**src/sv/alt_pkg.sv**
```systemverilog
package alt_pkg;

    localparam int MAC_W  = 48;
    localparam int IP_W   = 32;
    localparam int XID_W  = 32;
    localparam int HOST_W = 8;

    localparam logic [1:0] ACT_DISCOVER = 2'd0;
    localparam logic [1:0] ACT_REQUEST  = 2'd1;
    localparam logic [1:0] ACT_LOOKUP   = 2'd2;

    localparam logic CFG_SERVER_ADDRESS = 1'b0;
    localparam logic CFG_SERVER_VALID   = 1'b1;

    localparam logic [HOST_W-1:0] HOST_LIMIT = 8'd255;
    localparam logic [HOST_W-1:0] HOST_FAIL  = 8'd254;

    typedef struct packed {
        logic [1:0]       action;
        logic [MAC_W-1:0] mac;
        logic [XID_W-1:0] xid;
        logic [IP_W-1:0]  client_ip;
        logic [IP_W-1:0]  your_ip;
    } t_item;

    typedef struct packed {
        logic            ok;
        logic [IP_W-1:0] ip_address;
        logic            recorded;
    } t_result;

    typedef struct packed {
        logic [MAC_W-1:0] mac;
        logic [IP_W-1:0]  addr;
        logic [XID_W-1:0] xid;
    } t_entry;

endpackage

```
**src/sv/alt_ram.sv**
```systemverilog
module alt_ram #(
    parameter int WIDTH = 8,
    parameter int DEPTH = 16
) (
    input  logic                                 i_clk,
    input  logic                                 i_we,
    input  logic [(DEPTH > 1 ? $clog2(DEPTH) : 1)-1:0] i_waddr,
    input  logic [WIDTH-1:0]                     i_wdata,
    input  logic [(DEPTH > 1 ? $clog2(DEPTH) : 1)-1:0] i_raddr,
    output logic [WIDTH-1:0]                     o_rdata
);

    logic [WIDTH-1:0] r_mem [DEPTH];

    always_ff @(posedge i_clk) begin
        if (i_we) begin
            r_mem[i_waddr] <= i_wdata;
        end
        o_rdata <= r_mem[i_raddr];
    end

endmodule

```
**src/sv/address_lease_table.sv**
```systemverilog
// Sequence: request and lookup read then compare each valid entry and skip each free entry
// scanned (S_RD, S_CMP), then register the result beat; refused and unknown commands answer next cycle.
// Discover repeats that scan for each candidate host already leased, then decides in S_DECIDE,
// walks the valid bits in S_FREE and does a read-modify-write of the slot in S_FILL.
// Flow: one item at a time; busy is high until the result beat of an accepted item; lease RAM read port bound.
// Synchronous active-low reset clears all valid bits and config and sets the host counter to FIRST_HOST at once.
// The result beat is a one-cycle strobe on o_done; the receiver cannot stall.
module address_lease_table
    import alt_pkg::*;
#(
    parameter int CLIENTS    = 16,
    parameter int FIRST_HOST = 20
) (
    input  logic          i_clk,
    input  logic          i_rst_n,
    input  logic          start,
    output logic          busy,
    input  t_item         i_item,
    output logic          o_done,
    output t_result       o_result,
    input  logic          i_cfg_we,
    input  logic          i_cfg_idx,
    input  logic [31:0]   i_cfg_data
);

    localparam int IW = (CLIENTS > 1) ? $clog2(CLIENTS) : 1;
    localparam int EW = $bits(t_entry);

    typedef enum logic [2:0] {
        S_IDLE,
        S_RD,
        S_CMP,
        S_DECIDE,
        S_FREE,
        S_FILL
    } t_state;

    t_state              r_state;
    t_item               r_item;
    logic [IP_W-1:0]     r_req;
    logic [HOST_W-1:0]   r_cand;
    logic [HOST_W-1:0]   r_next_host;
    logic [IW-1:0]       r_idx;
    logic [CLIENTS-1:0]  r_valid;
    logic [IP_W-1:0]     r_srv_addr;
    logic                r_srv_valid;

    t_entry              ram_rdata;
    t_entry              ram_wdata;
    logic                ram_we;

    logic [IP_W-1:0]     cand_addr;
    logic [HOST_W-1:0]   nh_inc;
    logic                idx_last;
    logic                hit;
    logic [IP_W-1:0]     item_req;

    assign cand_addr = {r_srv_addr[IP_W-1:HOST_W], r_cand};
    assign nh_inc    = (r_next_host == HOST_LIMIT) ? r_next_host : r_next_host + 8'd1;
    assign idx_last  = (r_idx == IW'(CLIENTS - 1));
    assign hit       = (r_item.action == ACT_DISCOVER) ? (ram_rdata.addr == cand_addr)
                                                       : (ram_rdata.mac == r_item.mac);
    assign item_req  = (i_item.client_ip[31:24] == 8'd0 && i_item.client_ip[7:0] == 8'd0)
                       ? i_item.your_ip : i_item.client_ip;

    always_comb begin
        ram_we    = 1'b0;
        ram_wdata = '{mac: r_item.mac, addr: r_req, xid: r_item.xid};
        case (r_state)
            S_CMP: begin
                ram_we = hit && (r_item.action == ACT_REQUEST);
            end
            S_FILL: begin
                ram_we    = 1'b1;
                ram_wdata = '{mac: r_item.mac, addr: cand_addr, xid: ram_rdata.xid};
            end
            default: begin
                ram_we = 1'b0;
            end
        endcase
    end

    alt_ram #(
        .WIDTH (EW),
        .DEPTH (CLIENTS)
    ) u_lease_ram (
        .i_clk   (i_clk),
        .i_we    (ram_we),
        .i_waddr (r_idx),
        .i_wdata (ram_wdata),
        .i_raddr (r_idx),
        .o_rdata (ram_rdata)
    );

    always_ff @(posedge i_clk) begin
        if (!i_rst_n) begin
            r_srv_addr  <= '0;
            r_srv_valid <= 1'b0;
        end else if (i_cfg_we) begin
            case (i_cfg_idx)
                CFG_SERVER_ADDRESS: r_srv_addr  <= i_cfg_data;
                CFG_SERVER_VALID:   r_srv_valid <= i_cfg_data[0];
                default:            r_srv_valid <= r_srv_valid;
            endcase
        end
    end

    always_ff @(posedge i_clk) begin
        if (!i_rst_n) begin
            r_state     <= S_IDLE;
            busy        <= 1'b0;
            o_done      <= 1'b0;
            o_result    <= '0;
            r_valid     <= '0;
            r_next_host <= 8'(FIRST_HOST);
            r_idx       <= '0;
        end else begin
            o_done <= 1'b0;
            case (r_state)
                S_IDLE: begin
                    if (start) begin
                        r_item <= i_item;
                        r_req  <= item_req;
                        r_cand <= r_next_host;
                        r_idx  <= '0;
                        o_result <= '0;
                        case (i_item.action)
                            ACT_DISCOVER: begin
                                if (r_srv_valid) begin
                                    r_next_host <= nh_inc;
                                    r_state <= (nh_inc < HOST_LIMIT) ? S_RD : S_DECIDE;
                                    busy    <= 1'b1;
                                end else begin
                                    o_done <= 1'b1;
                                end
                            end
                            ACT_REQUEST: begin
                                if (r_srv_valid) begin
                                    r_state <= S_RD;
                                    busy    <= 1'b1;
                                end else begin
                                    o_done <= 1'b1;
                                end
                            end
                            ACT_LOOKUP: begin
                                r_state <= S_RD;
                                busy    <= 1'b1;
                            end
                            default: begin
                                o_done <= 1'b1;
                            end
                        endcase
                    end
                end
                S_RD: begin
                    if (r_valid[r_idx]) begin
                        r_state <= S_CMP;
                    end else if (!idx_last) begin
                        r_idx <= r_idx + IW'(1);
                    end else if (r_item.action == ACT_DISCOVER) begin
                        r_state <= S_DECIDE;
                    end else begin
                        r_state  <= S_IDLE;
                        busy     <= 1'b0;
                        o_done   <= 1'b1;
                        o_result <= '{ok: (r_item.action == ACT_REQUEST),
                                      ip_address: (r_item.action == ACT_REQUEST) ? r_req : '0,
                                      recorded: 1'b0};
                    end
                end
                S_CMP: begin
                    if (hit) begin
                        case (r_item.action)
                            ACT_DISCOVER: begin
                                r_next_host <= nh_inc;
                                r_cand      <= nh_inc;
                                r_idx       <= '0;
                                r_state     <= (nh_inc < HOST_LIMIT) ? S_RD : S_DECIDE;
                            end
                            ACT_REQUEST: begin
                                r_state  <= S_IDLE;
                                busy     <= 1'b0;
                                o_done   <= 1'b1;
                                o_result <= '{ok: 1'b1, ip_address: r_req, recorded: 1'b1};
                            end
                            default: begin
                                r_state  <= S_IDLE;
                                busy     <= 1'b0;
                                o_done   <= 1'b1;
                                o_result <= '{ok: 1'b1, ip_address: ram_rdata.addr,
                                              recorded: 1'b0};
                            end
                        endcase
                    end else if (!idx_last) begin
                        r_idx   <= r_idx + IW'(1);
                        r_state <= S_RD;
                    end else if (r_item.action == ACT_DISCOVER) begin
                        r_state <= S_DECIDE;
                    end else begin
                        r_state  <= S_IDLE;
                        busy     <= 1'b0;
                        o_done   <= 1'b1;
                        o_result <= '{ok: (r_item.action == ACT_REQUEST),
                                      ip_address: (r_item.action == ACT_REQUEST) ? r_req : '0,
                                      recorded: 1'b0};
                    end
                end
                S_DECIDE: begin
                    r_idx <= '0;
                    if (r_next_host >= HOST_FAIL) begin
                        r_state  <= S_IDLE;
                        busy     <= 1'b0;
                        o_done   <= 1'b1;
                        o_result <= '0;
                    end else begin
                        r_state <= S_FREE;
                    end
                end
                S_FREE: begin
                    if (!r_valid[r_idx]) begin
                        r_state <= S_FILL;
                    end else if (!idx_last) begin
                        r_idx <= r_idx + IW'(1);
                    end else begin
                        r_state  <= S_IDLE;
                        busy     <= 1'b0;
                        o_done   <= 1'b1;
                        o_result <= '{ok: 1'b1, ip_address: cand_addr, recorded: 1'b0};
                    end
                end
                S_FILL: begin
                    r_valid[r_idx] <= 1'b1;
                    r_state  <= S_IDLE;
                    busy     <= 1'b0;
                    o_done   <= 1'b1;
                    o_result <= '{ok: 1'b1, ip_address: cand_addr, recorded: 1'b1};
                end
                default: begin
                    r_state <= S_IDLE;
                    busy    <= 1'b0;
                end
            endcase
        end
    end

endmodule

```
**config.mk**
```make
export PLATFORM = sky130hd
export DESIGN_NAME = address_lease_table
export DESIGN_NICKNAME = d
export VERILOG_FILES = /design/src/sv/alt_pkg.sv /design/src/sv/alt_ram.sv /design/src/sv/address_lease_table.sv
export SDC_FILE = /design/constraint.sdc
export NUM_CORES = 2
export LEC_CHECK = 0
export ABC_AREA = 1
export BUFFER_PORTS_ARGS = -buffer_cell sky130_fd_sc_hd__buf_4
export CORE_MARGIN = 3
export CORE_UTILIZATION = 35
export DETAILED_ROUTE_END_ITERATION = 12
export PLACE_DENSITY = 0.6
export SLEW_MARGIN = 20
export SYNTH_ARGS = -nofsm -noshare
export SYNTH_HDL_FRONTEND = slang
export SYNTH_SLANG_ARGS = --single-unit
```
**constraint.sdc**
```tcl
create_clock -name i_clk -period 12.7 [get_ports i_clk]
set_input_delay 2.54 -clock i_clk [delete_from_list [all_inputs] [get_ports i_clk]]
set_output_delay 2.54 -clock i_clk [all_outputs]
set_load 0.05 [all_outputs]
```
==> metrics.cfg <==
[finish]
drive_above_1_share_pct=10.2
fillers=16192
antenna_cells=0
area_growth_syn_to_layout_pct=14.7
fin_nets=5511
finish.utilization_pct=40.6

[drt]
vias_per_cell=5.23
routedWlPerCell_um=21.3
num_vias=40585
drt-initial-drc-count=4088
drc=0
wl_mm=165
antenna_left=0
dr.pass1.iters=6

[sta]
finalCritPeriodShare_pct=47.5
fin_crit_ns=6.04
setup-tns-final_ns=0
setup_violations=0
finalMaxSlewViolations=0
rsz0062_at_grt=false
skew_ns=0.0283
max-slew-margin-rel_pct=24.3
worst_pin_slew_ns=1.14
max_freq_ghz=0.166
final-hold-violation-count=0

[die]
dieArea_sq_um=180000
die_h_um=424
initial_core_util_pct=35.4
row_count=152
io_pins=219
die_x_um=424
core-area_sq_um=173000

[synth]
syn_inst=5194
yosysTopAreaCell=edfxtp_1
yosysMostFrequentCell=edfxtp_1
synth_area_leaders=edfxtp_1 (67%), o21ai_0 (6.5%), dfxtp_1 (5.6%), nand2_1 (5.1%), nor2_1 (5.0%)
synth_commonest_cells=edfxtp_1 (1370), nand2_1 (828), nor2_1 (819)
synth_nets=5386
synth_edf_count=1370
ys_warn_count=0
yosysTopAreaCellShare_pct=67.2
synth_cell_type_count=43
synth_top_flop_cell=edfxtp_1
ys_seq_area_share_pct=72.9
synth_seq_cells=1542
synth-async-reset-ratio_pct=0
post_synth.cell_area_avg_sq_um=11.8
synth_area_sq_um=61200

[power]
p_per_area_nw_per_um2=167
vdd_drop_max_mv=0.137
p_leak_uw=0.0240

[flow_run]
drv_cap=0

[placed_design]
detailed_place_hpwl_mm=85.3
port_buffers=179
gp_congestion=0.820

[setup_path]
critPathMaxFanout=34
required_ns=13.10
path_class=reg -> reg
rr_worst_depth=18
rr_endpoint=u_lease_ram.r_mem[1][111]$_DFFE_PP_
cp.arrival_ns=6.44
critPathLaunchType=flop
worstSetupEndpointType=flop
r2r_slack_ns=6.66
r2r-start=r_item[103]$_DFFE_PP_

[clock_tree]
cts_root_buf=clkbuf_16
htree_levels=4
ctsLongestPathBuffers=3
cts.sinks=1542
clkTransAtPathRegs_ns=0.06
cts-resized-gates=0
cts_hold_repair.buffers=0
cts_setup_buffers=0
cts_inserted_buffers=156
clock_latency_ns=0.78
cts_tree=done

[status]
status=finished clean

[grt]
antenna_found_initial=5
grt_pass1_vias=38470
gr-total-overflow=0
grt_pass1_wl_mm=245
grt_usage_pct=17.8
grt_max_degree=243

[hold_path]
hp-start=r_valid[5]$_SDFFE_PN0N_
hold_class=reg -> reg
holdPathStages=2
holdPathEnd=r_valid[5]$_SDFFE_PN0N_

-- area by class of cell --
cell class                 count  area, sq um  share of cell area (%)
multi-input combinational   3132        14700                    21.0
tap                         2310         2890                    4.12
clock buffer                 224         4410                    6.29
inverter                     204          786                    1.12
clock inverter                64          548                   0.781
sequential                  1542        44600                    63.5
timing repair buffer         283         2230                    3.17
-- stage by stage --
stage,total power (uW),hold slack [ns],instances,setup slack (ns),area (sq um)
4_1_cts,11800,0.471,7756,6.58,70100
3_5_place_dp,7330,0.456,7468,6.59,65100
2_1_floorplan,6830,0.432,5194,2.87,61200
3_3_place_gp,7320,0.446,7468,6.63,65100
5_1_grt,12100,0.499,7759,6.40,70200
6_report,11700,0.468,7759,6.66,70200
-- sequential cells by signal, indices dropped and copies added (netlist names) --
name                 cells
r_req                   32
r_item                  50
r_srv_addr              24
o_done                   1
r_valid                 16
u_lease_ram.r_mem     1280
r_idx                    4
r_srv_valid              1
u_lease_ram.o_rdata     80
r_next_host              8
o_result                34
busy                     1
r_cand                   8
r_state                  3
-- cell families (layout without fill, tap and decap cells) --
family,count (synthesis),count (layout),share of synthesized area [%]
AND/OR/NAND/NOR,1808,1808,11.7
XOR/XNOR,31,31,0.444
flip-flops,1542,1542,72.9
AO/OA/AOI/OAI,1268,1268,11.2
multiplexers,16,16,0.294
buffers and inverters,520,775,3.32
adder cells (fa/ha/maj),9,9,0.184
-- how the worst max path moves through the flow --
stage | from | endpoint
CTS | r_item[135]$_DFFE_PP_ | u_lease_ram.r_mem[2][108]$_DFFE_PP_
global route | r_item[103]$_DFFE_PP_ | u_lease_ram.r_mem[1][108]$_DFFE_PP_
global placement | r_item[135]$_DFFE_PP_ | u_lease_ram.r_mem[2][32]$_DFFE_PP_
detailed placement | r_item[135]$_DFFE_PP_ | u_lease_ram.r_mem[2][111]$_DFFE_PP_
finish | r_item[103]$_DFFE_PP_ | u_lease_ram.r_mem[1][111]$_DFFE_PP_
floorplan | r_item[128]$_DFFE_PP_ | u_lease_ram.r_mem[3][100]$_DFFE_PP_
-- critical path: stages (launching register included) --
cell	delay [ns]
edfxtp_1	0.75
inv_1	0.09
nand2_1	0.11
nand2_1	0.06
nor2_1	0.18
nand2_1	0.08
nor2_1	0.32
nand2_1	0.09
nor2_1	0.49
nand3_1	0.21
nand2_1	0.10
buf_4	0.42
nand2_1	0.12
nand2_1	0.09
inv_1	0.04
buf_4	0.25
nor2_4	0.85
buf_4	0.63
buf_4	0.68
-- placed cells by master, fill, tap and decap left out, drive strengths merged --
master,synthesis,layout
buf,46,283
a21oi,107,107
or2,2,2
a211oi,1,1
nor3,5,5
nand2,831,831
ha,9,9
bufinv,0,6
nor4,6,6
mux2,16,16
nand3,29,29
o31ai,1,1
o2111ai,1,1
o22ai,320,320
nor3b,1,1
o21bai,16,16
dfxtp,172,172
xnor2,28,28
nor2,826,826
xor2,3,3
and2,4,4
edfxtp,1370,1370
o21ai,805,805
clkbuf,270,224
a31oi,14,14
nand4,104,104
clkinv,1,50
o211ai,3,3
inv,203,212
-- routing by layer --
metal / wire length (um) / up-vias / GRT usage (%)
met4: 3920 / 6 / 5.30
met5: 34 / - / 0
met3: 10100 / 228 / 2.61
li1: - / 18814 / -
met2: 80200 / 1314 / 29.6
met1: 71100 / 20223 / 24.3
-- power by group --
| part | internal, uW | total [uW] | switching, uW |
|---|---|---|---|
| sequential | 5650 | 5810 | 157 |
| combinational | 440 | 1420 | 977 |
| clock | 2550 | 4460 | 1910 |
No activity file was read; power rests on OpenSTA's default activity.
